===== src/rtl/elat_pkg.sv =====
// Shared widths, command and status codes for the extent list address translator.
`timescale 1ns / 1ps

package elat_pkg;

    localparam int OFF_W   = 16;   // byte offset, length and result fields
    localparam int CNT_W   = 5;    // extent count register and walk index
    localparam int IDX_W   = 4;    // entry_index field
    localparam int START_W = 7;    // extent start block
    localparam int BLEN_W  = 8;    // extent block count
    localparam int ST_W    = 2;

    typedef logic [ST_W-1:0] status_t;

    localparam status_t ST_OK    = 2'd0;
    localparam status_t ST_BOUND = 2'd1;
    localparam status_t ST_LIST  = 2'd2;

    localparam logic CMD_LOAD   = 1'b0;
    localparam logic CMD_ACCESS = 1'b1;

endpackage


===== src/rtl/elat_if.sv =====
// Request, result and configuration channel interfaces.
`timescale 1ns / 1ps

interface elat_req_if;
    logic                              valid;
    logic                              ready;
    logic                              command;
    logic [elat_pkg::IDX_W-1:0]        entry_index;
    logic [elat_pkg::START_W-1:0]      extent_start_block;
    logic [elat_pkg::BLEN_W-1:0]       extent_block_count;
    logic                              is_write;
    logic [elat_pkg::OFF_W-1:0]        byte_offset;
    logic [elat_pkg::OFF_W-1:0]        byte_length;

    modport source (
        output valid, command, entry_index, extent_start_block, extent_block_count,
               is_write, byte_offset, byte_length,
        input  ready
    );
    modport sink (
        input  valid, command, entry_index, extent_start_block, extent_block_count,
               is_write, byte_offset, byte_length,
        output ready
    );
endinterface

interface elat_rsp_if;
    logic                          valid;
    logic                          ready;
    elat_pkg::status_t             status;
    logic [elat_pkg::OFF_W-1:0]    physical_address;
    logic [elat_pkg::OFF_W-1:0]    buffer_offset;
    logic [elat_pkg::OFF_W-1:0]    segment_length;
    logic                          direction;
    logic                          last;

    modport source (
        output valid, status, physical_address, buffer_offset, segment_length,
               direction, last,
        input  ready
    );
    modport sink (
        input  valid, status, physical_address, buffer_offset, segment_length,
               direction, last,
        output ready
    );
endinterface

interface elat_cfg_if;
    logic                          valid;
    logic                          ready;
    logic [elat_pkg::CNT_W-1:0]    data;

    modport source (output valid, data, input ready);
    modport sink   (input valid, data, output ready);
endinterface


===== src/rtl/elat_table.sv =====
// Extent table: one write port, one registered read port.
`timescale 1ns / 1ps

module elat_table #(
    parameter int DEPTH  = 16,
    parameter int ADDR_W = 4
) (
    input  logic                           clk,
    input  logic                           wr_en,
    input  logic [ADDR_W-1:0]              wr_addr,
    input  logic [elat_pkg::START_W-1:0]   wr_start,
    input  logic [elat_pkg::BLEN_W-1:0]    wr_len,
    input  logic [ADDR_W-1:0]              rd_addr,
    output logic [elat_pkg::START_W-1:0]   rd_start,
    output logic [elat_pkg::BLEN_W-1:0]    rd_len
);

    logic [elat_pkg::START_W+elat_pkg::BLEN_W-1:0] mem [DEPTH];

    always_ff @(posedge clk)
    begin
        if (wr_en)
        begin
            mem[wr_addr] <= {wr_start, wr_len};
        end
        {rd_start, rd_len} <= mem[rd_addr];
    end

endmodule


===== src/rtl/extent_list_address_translator.sv =====
// Top level: extent table walk that splits a file access into storage segments.
`timescale 1ns / 1ps

// Loads, bounds errors and empty accesses give one beat each, in the cycle after
// they are taken. After an access is accepted, the walk visits table entries in
// order from slot 0 up to the last extent it touches (entries that end before the
// access start included), with an extra step that reports a list error when the
// walk runs off the end of the list; a stalled result side holds the walk at a
// segment or error step. The pace is set by the extent table, which delivers one
// entry per cycle from its single registered read port while no beat waits on
// the result side. Results sit in an output register, so a new command is taken
// in the cycle its predecessor's final beat is handed over.
module extent_list_address_translator #(
    parameter int MAX_EXTENTS    = 16,
    parameter int BLOCK_BYTES    = 512,
    parameter int STORAGE_BLOCKS = 128
) (
    input  logic        clk,
    input  logic        rst_n,
    elat_req_if.sink    req,
    elat_rsp_if.source  rsp,
    elat_cfg_if.sink    cfg
);

    localparam int TBL_W = (MAX_EXTENTS > 1) ? $clog2(MAX_EXTENTS) : 1;
    localparam int EXT_W = $clog2(255 * BLOCK_BYTES + 1);
    localparam int SUM_W = ((EXT_W > elat_pkg::OFF_W + 1) ? EXT_W : elat_pkg::OFF_W + 1) + 1;
    localparam logic [31:0] STORAGE_BYTES = 32'(STORAGE_BLOCKS * BLOCK_BYTES);

    localparam logic S_IDLE = 1'b0;
    localparam logic S_WALK = 1'b1;

    logic                           state_reg, state_next;
    logic [elat_pkg::CNT_W-1:0]     count_reg;
    logic [elat_pkg::CNT_W-1:0]     e_reg, e_next;
    logic [SUM_W-1:0]               base_reg, base_next;
    logic [SUM_W-1:0]               cur_reg, cur_next;
    logic [elat_pkg::OFF_W-1:0]     rem_reg, rem_next;
    logic [elat_pkg::OFF_W-1:0]     done_reg, done_next;
    logic                           dir_reg, dir_next;

    logic                           out_valid_reg, out_valid_next;
    elat_pkg::status_t              out_status_reg, out_status_next;
    logic [elat_pkg::OFF_W-1:0]     out_pa_reg, out_pa_next;
    logic [elat_pkg::OFF_W-1:0]     out_bo_reg, out_bo_next;
    logic [elat_pkg::OFF_W-1:0]     out_sl_reg, out_sl_next;
    logic                           out_dir_reg, out_dir_next;
    logic                           out_last_reg, out_last_next;

    logic                           out_free;
    logic                           req_fire;
    logic                           wr_en;
    logic [elat_pkg::START_W-1:0]   rd_start;
    logic [elat_pkg::BLEN_W-1:0]    rd_len;
    logic [elat_pkg::CNT_W-1:0]     n_ext;
    logic [elat_pkg::OFF_W:0]       req_end;
    logic                           over;
    logic [SUM_W-1:0]               ext_bytes;
    logic [SUM_W-1:0]               ext_end;
    logic [SUM_W-1:0]               pos;
    logic [SUM_W-1:0]               avail;
    logic [elat_pkg::OFF_W-1:0]     seg;
    logic [elat_pkg::OFF_W-1:0]     rem_after;
    logic [elat_pkg::OFF_W-1:0]     start_bytes;
    logic                           in_list;
    logic                           skip;

    assign out_free  = !out_valid_reg || rsp.ready;
    assign req.ready = (state_reg == S_IDLE) && out_free;
    assign req_fire  = req.valid && req.ready;
    assign cfg.ready = 1'b1;

    assign n_ext = (int'(count_reg) > MAX_EXTENTS) ? elat_pkg::CNT_W'(MAX_EXTENTS) : count_reg;

    assign wr_en = req_fire && (req.command == elat_pkg::CMD_LOAD)
                   && (int'(req.entry_index) < MAX_EXTENTS);

    elat_table #(
        .DEPTH  (MAX_EXTENTS),
        .ADDR_W (TBL_W)
    ) u_table (
        .clk      (clk),
        .wr_en    (wr_en),
        .wr_addr  (TBL_W'(req.entry_index)),
        .wr_start (req.extent_start_block),
        .wr_len   (req.extent_block_count),
        .rd_addr  (TBL_W'(e_next)),
        .rd_start (rd_start),
        .rd_len   (rd_len)
    );

    assign req_end = {1'b0, req.byte_offset} + {1'b0, req.byte_length};
    assign over    = 32'(req_end) > STORAGE_BYTES;

    // walk datapath for the entry read out of the table this cycle
    assign ext_bytes   = SUM_W'(SUM_W'(rd_len) * SUM_W'(BLOCK_BYTES));
    assign ext_end     = base_reg + ext_bytes;
    assign in_list     = e_reg < n_ext;
    assign skip        = ext_end <= cur_reg;
    assign pos         = cur_reg - base_reg;
    assign avail       = ext_end - cur_reg;
    assign seg         = (avail > SUM_W'(rem_reg)) ? rem_reg : avail[elat_pkg::OFF_W-1:0];
    assign rem_after   = rem_reg - seg;
    assign start_bytes = elat_pkg::OFF_W'(32'(rd_start) * BLOCK_BYTES);

    always_comb
    begin
        state_next      = state_reg;
        e_next          = e_reg;
        base_next       = base_reg;
        cur_next        = cur_reg;
        rem_next        = rem_reg;
        done_next       = done_reg;
        dir_next        = dir_reg;
        out_valid_next  = out_valid_reg && !rsp.ready;
        out_status_next = out_status_reg;
        out_pa_next     = out_pa_reg;
        out_bo_next     = out_bo_reg;
        out_sl_next     = out_sl_reg;
        out_dir_next    = out_dir_reg;
        out_last_next   = out_last_reg;

        unique case (state_reg)
            S_IDLE:
            begin
                e_next = '0;
                if (req_fire)
                begin
                    dir_next        = req.is_write;
                    out_status_next = elat_pkg::ST_OK;
                    out_pa_next     = '0;
                    out_bo_next     = '0;
                    out_sl_next     = '0;
                    out_dir_next    = req.is_write;
                    out_last_next   = 1'b1;
                    if (req.command == elat_pkg::CMD_LOAD)
                    begin
                        out_valid_next = 1'b1;
                        out_dir_next   = 1'b0;
                    end
                    else if (over)
                    begin
                        out_valid_next  = 1'b1;
                        out_status_next = elat_pkg::ST_BOUND;
                    end
                    else if (req.byte_length == '0)
                    begin
                        out_valid_next = 1'b1;
                    end
                    else
                    begin
                        state_next = S_WALK;
                        base_next  = '0;
                        cur_next   = SUM_W'(req.byte_offset);
                        rem_next   = req.byte_length;
                        done_next  = '0;
                    end
                end
            end
            S_WALK:
            begin
                if (!in_list)
                begin
                    if (out_free)
                    begin
                        out_valid_next  = 1'b1;
                        out_status_next = elat_pkg::ST_LIST;
                        out_pa_next     = '0;
                        out_bo_next     = done_reg;
                        out_sl_next     = '0;
                        out_dir_next    = dir_reg;
                        out_last_next   = 1'b1;
                        state_next      = S_IDLE;
                    end
                end
                else if (skip)
                begin
                    // extent ends at or before the current position
                    base_next = ext_end;
                    e_next    = e_reg + 1'b1;
                end
                else if (out_free)
                begin
                    out_valid_next  = 1'b1;
                    out_status_next = elat_pkg::ST_OK;
                    out_pa_next     = start_bytes + pos[elat_pkg::OFF_W-1:0];
                    out_bo_next     = done_reg;
                    out_sl_next     = seg;
                    out_dir_next    = dir_reg;
                    out_last_next   = (rem_after == '0);
                    done_next       = done_reg + seg;
                    cur_next        = cur_reg + SUM_W'(seg);
                    rem_next        = rem_after;
                    if (rem_after == '0)
                    begin
                        state_next = S_IDLE;
                    end
                    else
                    begin
                        // segment used the rest of this extent
                        base_next = ext_end;
                        e_next    = e_reg + 1'b1;
                    end
                end
            end
            default:
            begin
                state_next = S_IDLE;
            end
        endcase
    end

    always_ff @(posedge clk or negedge rst_n)
    begin
        if (!rst_n)
        begin
            state_reg     <= S_IDLE;
            out_valid_reg <= 1'b0;
            count_reg     <= '0;
        end
        else
        begin
            state_reg     <= state_next;
            out_valid_reg <= out_valid_next;
            if (cfg.valid && cfg.ready)
            begin
                count_reg <= cfg.data;
            end
        end
    end

    always_ff @(posedge clk)
    begin
        e_reg          <= e_next;
        base_reg       <= base_next;
        cur_reg        <= cur_next;
        rem_reg        <= rem_next;
        done_reg       <= done_next;
        dir_reg        <= dir_next;
        out_status_reg <= out_status_next;
        out_pa_reg     <= out_pa_next;
        out_bo_reg     <= out_bo_next;
        out_sl_reg     <= out_sl_next;
        out_dir_reg    <= out_dir_next;
        out_last_reg   <= out_last_next;
    end

    assign rsp.valid            = out_valid_reg;
    assign rsp.status           = out_status_reg;
    assign rsp.physical_address = out_pa_reg;
    assign rsp.buffer_offset    = out_bo_reg;
    assign rsp.segment_length   = out_sl_reg;
    assign rsp.direction        = out_dir_reg;
    assign rsp.last             = out_last_reg;

    a_walk_has_bytes: assert property (@(posedge clk) disable iff (!rst_n)
        (state_reg == S_WALK) |-> (rem_reg != '0))
        else $error("walk running with no bytes left");

    a_enter_walk: assert property (@(posedge clk) disable iff (!rst_n)
        (req_fire && (req.command == elat_pkg::CMD_ACCESS) && !over
         && (req.byte_length != '0)) |=> (state_reg == S_WALK))
        else $error("non-empty access did not start a walk");

    a_index_bound: assert property (@(posedge clk) disable iff (!rst_n)
        (state_reg == S_WALK) |-> (e_reg <= n_ext))
        else $error("walk index past extent count");

    a_load_ack: assert property (@(posedge clk) disable iff (!rst_n)
        (req_fire && (req.command == elat_pkg::CMD_LOAD)) |=>
        (out_valid_reg && out_last_reg && (out_status_reg == elat_pkg::ST_OK)
         && (state_reg == S_IDLE)))
        else $error("load without single ok beat");

endmodule

===== src/flat_wrapper.sv =====
// flat-port wrapper written by rule: the top's interface ports become plain ports
module extent_list_address_translator_flat 
#(
    parameter int MAX_EXTENTS    = 16,
    parameter int BLOCK_BYTES    = 512,
    parameter int STORAGE_BLOCKS = 128
)
  (clk, rst_n, req_valid, req_command, req_entry_index, req_extent_start_block, req_extent_block_count, req_is_write, req_byte_offset, req_byte_length, req_ready, rsp_valid, rsp_status, rsp_physical_address, rsp_buffer_offset, rsp_segment_length, rsp_direction, rsp_last, rsp_ready, cfg_valid, cfg_data, cfg_ready);
  elat_req_if req_i ();
  elat_rsp_if rsp_i ();
  elat_cfg_if cfg_i ();
  input  logic clk;
  input  logic rst_n;
  input wire logic [$bits(req_i.valid)-1:0] req_valid;
  input wire logic [$bits(req_i.command)-1:0] req_command;
  input wire logic [$bits(req_i.entry_index)-1:0] req_entry_index;
  input wire logic [$bits(req_i.extent_start_block)-1:0] req_extent_start_block;
  input wire logic [$bits(req_i.extent_block_count)-1:0] req_extent_block_count;
  input wire logic [$bits(req_i.is_write)-1:0] req_is_write;
  input wire logic [$bits(req_i.byte_offset)-1:0] req_byte_offset;
  input wire logic [$bits(req_i.byte_length)-1:0] req_byte_length;
  output wire logic [$bits(req_i.ready)-1:0] req_ready;
  output wire logic [$bits(rsp_i.valid)-1:0] rsp_valid;
  output wire logic [$bits(rsp_i.status)-1:0] rsp_status;
  output wire logic [$bits(rsp_i.physical_address)-1:0] rsp_physical_address;
  output wire logic [$bits(rsp_i.buffer_offset)-1:0] rsp_buffer_offset;
  output wire logic [$bits(rsp_i.segment_length)-1:0] rsp_segment_length;
  output wire logic [$bits(rsp_i.direction)-1:0] rsp_direction;
  output wire logic [$bits(rsp_i.last)-1:0] rsp_last;
  input wire logic [$bits(rsp_i.ready)-1:0] rsp_ready;
  input wire logic [$bits(cfg_i.valid)-1:0] cfg_valid;
  input wire logic [$bits(cfg_i.data)-1:0] cfg_data;
  output wire logic [$bits(cfg_i.ready)-1:0] cfg_ready;
  assign req_i.valid = req_valid;
  assign req_i.command = req_command;
  assign req_i.entry_index = req_entry_index;
  assign req_i.extent_start_block = req_extent_start_block;
  assign req_i.extent_block_count = req_extent_block_count;
  assign req_i.is_write = req_is_write;
  assign req_i.byte_offset = req_byte_offset;
  assign req_i.byte_length = req_byte_length;
  assign req_ready = req_i.ready;
  assign rsp_valid = rsp_i.valid;
  assign rsp_status = rsp_i.status;
  assign rsp_physical_address = rsp_i.physical_address;
  assign rsp_buffer_offset = rsp_i.buffer_offset;
  assign rsp_segment_length = rsp_i.segment_length;
  assign rsp_direction = rsp_i.direction;
  assign rsp_last = rsp_i.last;
  assign rsp_i.ready = rsp_ready;
  assign cfg_i.valid = cfg_valid;
  assign cfg_i.data = cfg_data;
  assign cfg_ready = cfg_i.ready;
  extent_list_address_translator #(.MAX_EXTENTS(MAX_EXTENTS), .BLOCK_BYTES(BLOCK_BYTES), .STORAGE_BLOCKS(STORAGE_BLOCKS)) u_core (.clk(clk), .rst_n(rst_n), .req(req_i), .rsp(rsp_i), .cfg(cfg_i));
endmodule

===== config.mk =====
export PLATFORM = sky130hd
export DESIGN_NAME = extent_list_address_translator_flat
export DESIGN_NICKNAME = d
export VERILOG_FILES = /design/src/rtl/elat_pkg.sv /design/src/rtl/elat_if.sv /design/src/rtl/elat_table.sv /design/src/rtl/extent_list_address_translator.sv /design/src/flat_wrapper.sv
export SDC_FILE = /design/constraint.sdc
export NUM_CORES = 1
export LEC_CHECK = 0
export CORE_ASPECT_RATIO = 0.7
export CORE_MARGIN = 1.5
export CORE_UTILIZATION = 40
export DETAILED_ROUTE_END_ITERATION = 12
export DONT_BUFFER_PORTS = 1
export GPL_ROUTABILITY_DRIVEN = 0
export PLACE_DENSITY = 0.51
export RECOVER_POWER = 50
export SETUP_SLACK_MARGIN = 0.1
export SYNTH_ARGS = -nofsm -noshare
export SYNTH_HDL_FRONTEND = slang
export SYNTH_SLANG_ARGS = --single-unit

===== constraint.sdc =====
create_clock -name clk -period 9.1 [get_ports clk]
set_clock_uncertainty 0.15 [all_clocks]
set_input_delay 1.82 -clock clk [delete_from_list [all_inputs] [get_ports clk]]
set_output_delay 1.82 -clock clk [all_outputs]
set_load 0.1 [all_outputs]

Word level (Yosys, flattened, before mapping)
Memories as Yosys holds them, arrays and structs flattened. A register that Yosys moved wholly into a read port is not among the register bits. Cells that the tools add are included.

Flip-flop bits (word level): 133. Bits in latches: 0. Memory bits (writable): 240. ROM bits: 0. Bits of input ports: 63. Output and inout port bits: 55. Logic and storage cells: 152. Memories: 1.

Memory list: u_core.u_table.mem (depth 16, bits a word 15, read ports 1, clocked after memory_dff 1, write ports 1, RTL line elat_table.sv:18) `logic [elat_pkg::START_W+elat_pkg::BLEN_W-1:0] mem [DEPTH];`.

Add/sub/neg operators: 9. Multipliers: 0. Div/mod/pow operators: 0. Magnitude comparators: 5. Equal/unequal tests: 10. Shifts and indexed selects: 0. Multiplexer cells: 94. Bitwise logic cells: 2. Reduce and logical (&&, ||, !) cells: 15.

Operator list (count): 2-to-1 mux 16 bit (26); 2-to-1 mux 18 bit (15); case mux 16 bit (2 select lines) (5); case mux 18 bit (2 select lines) (2); adder 16 bit (2); logical NOT 16 bit (2); subtractor 16 bit (2); 2-to-1 mux 1 bit (29); 2-to-1 mux 5 bit (5); adder 18 x 16 -> 18 bit (1); adder 18 x 17 -> 18 bit (1); > comparator 18 x 16 -> 1 bit (1); <= comparator 18 bit (1); subtractor 18 bit (1); adder 16 x 16 -> 17 bit (1); > comparator 17 bit (second input constant) (1); AND reduction 7 bit (2); 2-to-1 mux 2 bit (6); inequality test 2 bit (second input constant) (6); case mux 5 bit (2 select lines) (1); inequality test 3 bit (second input constant) (3); case mux 1 bit (2 select lines) (4); AND reduction 3 bit (2); adder 5 x 1 -> 5 bit (second input constant) (1); 9 further kinds (15).

Logic depth before layout (Yosys ltp)
Depth in word-level cells: 11. Gate-level depth with buffers: 39. Gate-level depth less buffers: 37.

By module
A second synthesis with hierarchy kept.

Cells, all modules: 1552. Area total of the unflattened synthesis: 20083.0 sq um.

Modules (own cells, without submodules): extent_list_address_translator (instances 1, cells an instance 1146, area each 10636.5 sq um, sequential area each 3648.5 sq um); elat_table (instances 1, cells an instance 406, area each 9446.6 sq um, sequential area each 7507.2 sq um).

Least setup slack after synthesis
Ideal clock, no wire load.

Path type: register -> register. Start: reg u_core.base_reg[9]. End: reg u_core.u_table.rd_len[6] (netlist bit), read port of u_core.u_table.mem. Library setup time: 0.062 ns. Arrival: 7.941 ns. Required time: 8.888 ns. Path slack: 0.947 ns. Cell stages (with the launch flop): 35. Buffers on the path: 2. Clock period less this slack: 8.153 ns. Cell sequence: edfxtp_1 > ha_1 > fa_1 > xor2_1 > ha_1 > nand2_1 > or4_1 > nand2_1 > a21o_1 > a21oi_1 > xnor2_1 > ha_1 > a2111oi_0 > o21ai_0 > o21ai_0 > o211ai_1 > nand3_1 > o211ai_1 > clkbuf_1 > mux2i_1 > ha_1 > a21oi_2 > nand2_1 > xor2_1 > or4_1 > or3_1 > nand4bb_1 > nor4b_2 > a21o_1 > mux2i_1 > nor2_1 > buf_2 > mux2_2 > a211o_1 > nand3_1.

Cells in the longest elaborated chain, start to end: 11. Elaborated cells between the ends (all ways): 12. Those cells by class: add/sub: 3; order compare: 2; mux: 6; reduce/logical: 1.

Ends and longest elaborated chain: start, declared (RTL line extent_list_address_translator.sv:36) `logic [SUM_W-1:0] base_reg, base_next;`; start signal, assigned (RTL line extent_list_address_translator.sv:235) `base_reg <= base_next;`; adder 18 x 17 -> 18 bit * (RTL line extent_list_address_translator.sv:97) `assign ext_end = base_reg + ext_bytes;`; named net u_core.ext_end[11] (RTL line extent_list_address_translator.sv:59) `logic [SUM_W-1:0] ext_end;`; subtractor 18 bit (RTL line extent_list_address_translator.sv:101) `assign avail = ext_end - cur_reg;`; > comparator 18 x 16 -> 1 bit (RTL line extent_list_address_translator.sv:102) `assign seg = (avail > SUM_W'(rem_reg)) ? rem_reg : avail[elat_pkg::OFF_W-1:0];`; 2-to-1 mux 16 bit (RTL line extent_list_address_translator.sv:102); subtractor 16 bit (RTL line extent_list_address_translator.sv:103) `assign rem_after = rem_reg - seg;`; logical NOT 16 bit (RTL line extent_list_address_translator.sv:194) `if (rem_after == '0)`; 2-to-1 mux 5 bit (RTL line extent_list_address_translator.sv:194); 2-to-1 mux 5 bit (RTL line extent_list_address_translator.sv:182) `else if (out_free)`; 2-to-1 mux 5 bit * (RTL line extent_list_address_translator.sv:176) `else if (skip)`; 2-to-1 mux 5 bit * (RTL line extent_list_address_translator.sv:162) `if (!in_list)`; case mux 5 bit (2 select lines) * (RTL line extent_list_address_translator.sv:123) `unique case (state_reg)`; end, declared (RTL line elat_table.sv:15) `output logic [elat_pkg::BLEN_W-1:0] rd_len`.

Mark *: on every way through the listed nets, which the timed path passes. The rest lies on a longest branch. The select of a mux whose other input is x is not followed. A chain may end at the register's enable or synchronous reset.

Worst setup path in the final report
Start: reg u_core.base_reg[9]. End: reg u_core.u_table.rd_len[2] (netlist bit), read port of u_core.u_table.mem.

Cells in the longest elaborated chain, start to end: 11. Elaborated cells between the ends (all ways): 12. Those cells by class: add/sub: 3; order compare: 2; mux: 6; reduce/logical: 1.

Ends and longest elaborated chain: adder 18 x 17 -> 18 bit (RTL line extent_list_address_translator.sv:97); named net u_core.ext_end[11] (RTL line extent_list_address_translator.sv:59); subtractor 18 bit (RTL line extent_list_address_translator.sv:101); > comparator 18 x 16 -> 1 bit (RTL line extent_list_address_translator.sv:102); 2-to-1 mux 16 bit (RTL line extent_list_address_translator.sv:102); named net u_core.seg, one bit (RTL line extent_list_address_translator.sv:62) `logic [elat_pkg::OFF_W-1:0] seg;`; subtractor 16 bit (RTL line extent_list_address_translator.sv:103); logical NOT 16 bit (RTL line extent_list_address_translator.sv:194); 2-to-1 mux 5 bit (RTL line extent_list_address_translator.sv:194); 2-to-1 mux 5 bit (RTL line extent_list_address_translator.sv:182); 2-to-1 mux 5 bit (RTL line extent_list_address_translator.sv:176); 2-to-1 mux 5 bit (RTL line extent_list_address_translator.sv:162); case mux 5 bit (2 select lines) (RTL line extent_list_address_translator.sv:123).

The timed path passes the listed nets, and every way through them passes these cells. The select of a mux whose other input is x is not followed.

==> load_flow_metrics.sql <==
INSERT INTO impl_metrics (metric_group, metric, value, unit) VALUES
('status', 'run_status', 'complete, but fails checks', ''),
('status', 'failing_checks', 'capacitance limit, slew limit', ''),
('placed_design', 'place_inst', '2437', ''),
('global_routing', 'first_global_vias', '13100', ''),
('timing', 'setup_viol_count_final', '0', ''),
('final_layout', 'layout.nets', '2024', ''),
('setup_path', 'critical_path_buf_inv_count', '5', ''),
('floorplan', 'io_pins', '118', ''),
('clocking', 'cts_max_path_bufs', '3', ''),
('routing', 'wl_per_cell', '22.1', 'um'),
('final_layout', 'drive_gt1_frac', '0.0995', ''),
('logic_synthesis', 'synth_warnings', '0', ''),
('final_layout', 'layout.cells.most_common', 'edfxtp_1', ''),
('timing', 'final.setup.tns', '0', 'ps'),
('clocking', 'clock-sinks', '379', ''),
('routing', 'drt-total-wl', '55800', 'um'),
('setup_path', 'crit_path_dat', '8910', 'ps'),
('logic_synthesis', 'async_flop_share', '0.0185', ''),
('clocking', 'cts.htree.levels', '2', ''),
('floorplan', 'initial_utilization', '0.406', ''),
('clocking', 'cts_buffer_count', '41', ''),
('logic_synthesis', 'synth.lib_cells_used.distinct', '76', ''),
('timing', 'timing.fmax', '0.116', 'GHz'),
('setup_path', 'setup.worst_path.class', 'reg -> reg', ''),
('setup_path', 'worst_path_largest_cell_delay', '570', 'ps'),
('final_layout', 'diodes', '0', ''),
('timing', 'report.final.slew_viol_count', '171', ''),
('floorplan', 'fp.dieW', '271', 'um'),
('setup_path', 'cpMostUsedCell', 'ha_1', ''),
('logic_synthesis', 'postSynthAreaPerCell', '11.2', 'um^2'),
('job', 'cap_violations', '5', ''),
('timing', 'post-route-period-util', '0.949', ''),
('timing', 'min_period', '8630', 'ps'),
('final_layout', 'finish.cell_count_without_fillers', '2524', ''),
('setup_path', 'maximum_fanout_along_the_worst_path', '37', ''),
('global_routing', 'grt_antenna_before_repair', '0', ''),
('placed_design', 'place.port_buffers', '0', ''),
('logic_synthesis', 'synth.yosys.seq_area_share', '0.556', ''),
('routing', 'num_vias', '13700', ''),
('floorplan', 'design.die.area', '51600', 'um^2'),
('floorplan', 'rows', '68', ''),
('global_routing', 'grtUsageTotal', '0.213', ''),
('timing', 'relSlewSlack', '-1.22', ''),
('setup_path', 'critical_path_rt', '9380', 'ps'),
('clocking', 'clkLatencyLatePin', '560', 'ps'),
('logic_synthesis', 'postSynthCellCount', '1785', ''),
('final_layout', 'largest_reg_flops', '240', ''),
('final_layout', 'layout_common_cells', 'edfxtp_1, nand2_1, ha_1', ''),
('routing', 'drt_pass1_iterations', '5', ''),
('logic_synthesis', 'yosys_most_used_dff', 'edfxtp_1', ''),
('routing', 'drcViolationCount', '0', ''),
('logic_synthesis', 'postSynthNetCount', '1981', ''),
('timing', 'tightest_pin_transition', '3330', 'ps'),
('floorplan', 'fp.coreArea', '49400', 'um^2'),
('floorplan', 'die_h', '190', 'um'),
('final_layout', 'num-fill-cells', '4502', ''),
('final_layout', 'area_growth_syn_to_layout', '12.8', '%'),
('logic_synthesis', 'synth_area', '20100', 'um^2'),
('timing', 'hold_viol_final', '0', ''),
('routing', 'vias_per_cell', '5.42', ''),
('logic_synthesis', 'synth_edf_count', '353', ''),
('timing', 'rsz0062_at_grt', 'no', ''),
('logic_synthesis', 'postSynthRegisterBits', '379', ''),
('global_routing', 'grt_pass1_wl', '82300', 'um'),
('clocking', 'tritoncts', 'done', ''),
('routing', 'postRouteAntennaNets', '0', ''),
('placed_design', 'placed_wire_length_estimate', '37100', 'um'),
('clocking', 'cts_hold_repair.buffers', '0', ''),
('setup_path', 'worst_path_dominant_cell_family', 'simple AND/OR/NAND/NOR gates', ''),
('global_routing', 'grt_max_degree', '67', ''),
('setup_path', 'worst_setup_path_end_kind', 'flop', ''),
('clocking', 'clock-root-buffer', 'clkbuf_16', ''),
('global_routing', 'gr-total-overflow', '0', ''),
('clocking', 'clk_pin_slew_worst_paths', '60', 'ps'),
('setup_path', 'critPathLaunchType', 'flop', ''),
('setup_path', 'slowest_stage', 'or4_4', ''),
('routing', 'violation_count_after_the_first_detailed_routing_iteration', '1316', ''),
('min_path', 'hold_class', 'reg -> reg', '');
## path summary, 6_finish.rpt
kind                                startpoint                  endpoint  slack [ps]  cells after the start
setup / recovery            u_core.base_reg[9]  u_core.u_table.rd_len[2]         470                     37
hold / removal             u_core.count_reg[1]       u_core.count_reg[1]         370                      1
hold reg to reg            u_core.count_reg[1]       u_core.count_reg[1]         370                      1
min in group asynchronous                rst_n       u_core.count_reg[2]         810                      0
setup reg to reg            u_core.base_reg[9]  u_core.u_table.rd_len[2]         470                     37
max in group asynchronous                rst_n          u_core.state_reg        7910                      0
## stage by stage
| step | hold WS [ps] | utilization | instance area [um^2] | setup slack, ps |
|---|---|---|---|---|
| final | 374 | 0.458 | 22600 | 468 |
| after global placement | 344 | 0.427 | 21100 | 236 |
| after global routing | 392 | 0.458 | 22600 | 33.3 |
| after floorplan | 325 | - | 20100 | 947 |
| after detailed placement | 360 | 0.427 | 21100 | 111 |
| after CTS | 374 | 0.454 | 22400 | 157 |
## layer usage
layer	routed length, um	global-route usage	up-vias
li1	-	-	6583
met1	28900	0.340	6636
met2	22100	0.286	398
met3	3760	0.0465	62
met4	972	0.0509	0
met5	0	0	-
## area by class of cell
cell class                 count  area (um^2)  share of cell area
clock buffer                  53         1130              0.0501
clock inverter                21          133             0.00586
inverter                     122          460              0.0203
multi-input combinational   1226         8360               0.369
sequential                   379        11200               0.493
tap                          665          832              0.0368
timing repair buffer          58          566              0.0250
## worst reg2reg max path: cells and delay by family (launching register included)
kind	cells	cell delay, ps
fa+ha+maj	5	1580
buf+inv	5	950
flops	1	400
mux	2	580
compound gates	11	1670
xor+xnor	3	440
simple gates	11	2720
## cells in the mapped netlist, drive strengths merged (5+ instances only)
| library cell | n | area [um^2] |
|---|---|---|
| a211o | 8 | 70.1 |
| a211oi | 6 | 55.1 |
| a21boi | 6 | 45.0 |
| a21o | 19 | 143 |
| a21oi | 89 | 453 |
| a31oi | 19 | 119 |
| a32oi | 12 | 105 |
| and2 | 16 | 100 |
| buf | 30 | 163 |
| clkbuf | 28 | 105 |
| dfrtp | 7 | 175 |
| dfxtp | 19 | 380 |
| edfxtp | 353 | 10600 |
| fa | 11 | 220 |
| ha | 122 | 1530 |
| inv | 121 | 454 |
| mux2 | 31 | 349 |
| mux2i | 51 | 523 |
| nand2 | 305 | 1140 |
| nand2b | 9 | 56.3 |
| nand3 | 91 | 455 |
| nand3b | 9 | 67.6 |
| nand4 | 20 | 125 |
| nor2 | 105 | 394 |
| nor2b | 9 | 56.3 |
| nor3 | 20 | 111 |
| nor4 | 7 | 43.8 |
| o2111ai | 8 | 70.1 |
| o211ai | 10 | 75.1 |
| o21a | 12 | 90.1 |
| o21ai | 51 | 259 |
| o21bai | 24 | 180 |
| o221ai | 13 | 114 |
| o41ai | 5 | 43.8 |
| or3 | 6 | 37.5 |
| xnor2 | 64 | 561 |
| xor2 | 18 | 158 |
## what timing repair did
item	CTS	global route
hold endpoints to repair	0	0
buffers inserted	1	8
pin swaps	0	4
gates resized for setup	2	24
cloned	1	3
setup endpoints to repair	3	27
## cells by family after synthesis
logic type	after synthesis	synth area share
simple gates	617	0.137
flops	379	0.556
compound gates	311	0.104
buf+inv	180	0.0362
fa+ha+maj	133	0.0870
xor+xnor	82	0.0358
mux	82	0.0434
other cells	1	0.000187
Power is left out: the tool's default activity adds up to more than one toggle a clock period on the data nets, which glitch-free logic cannot reach.
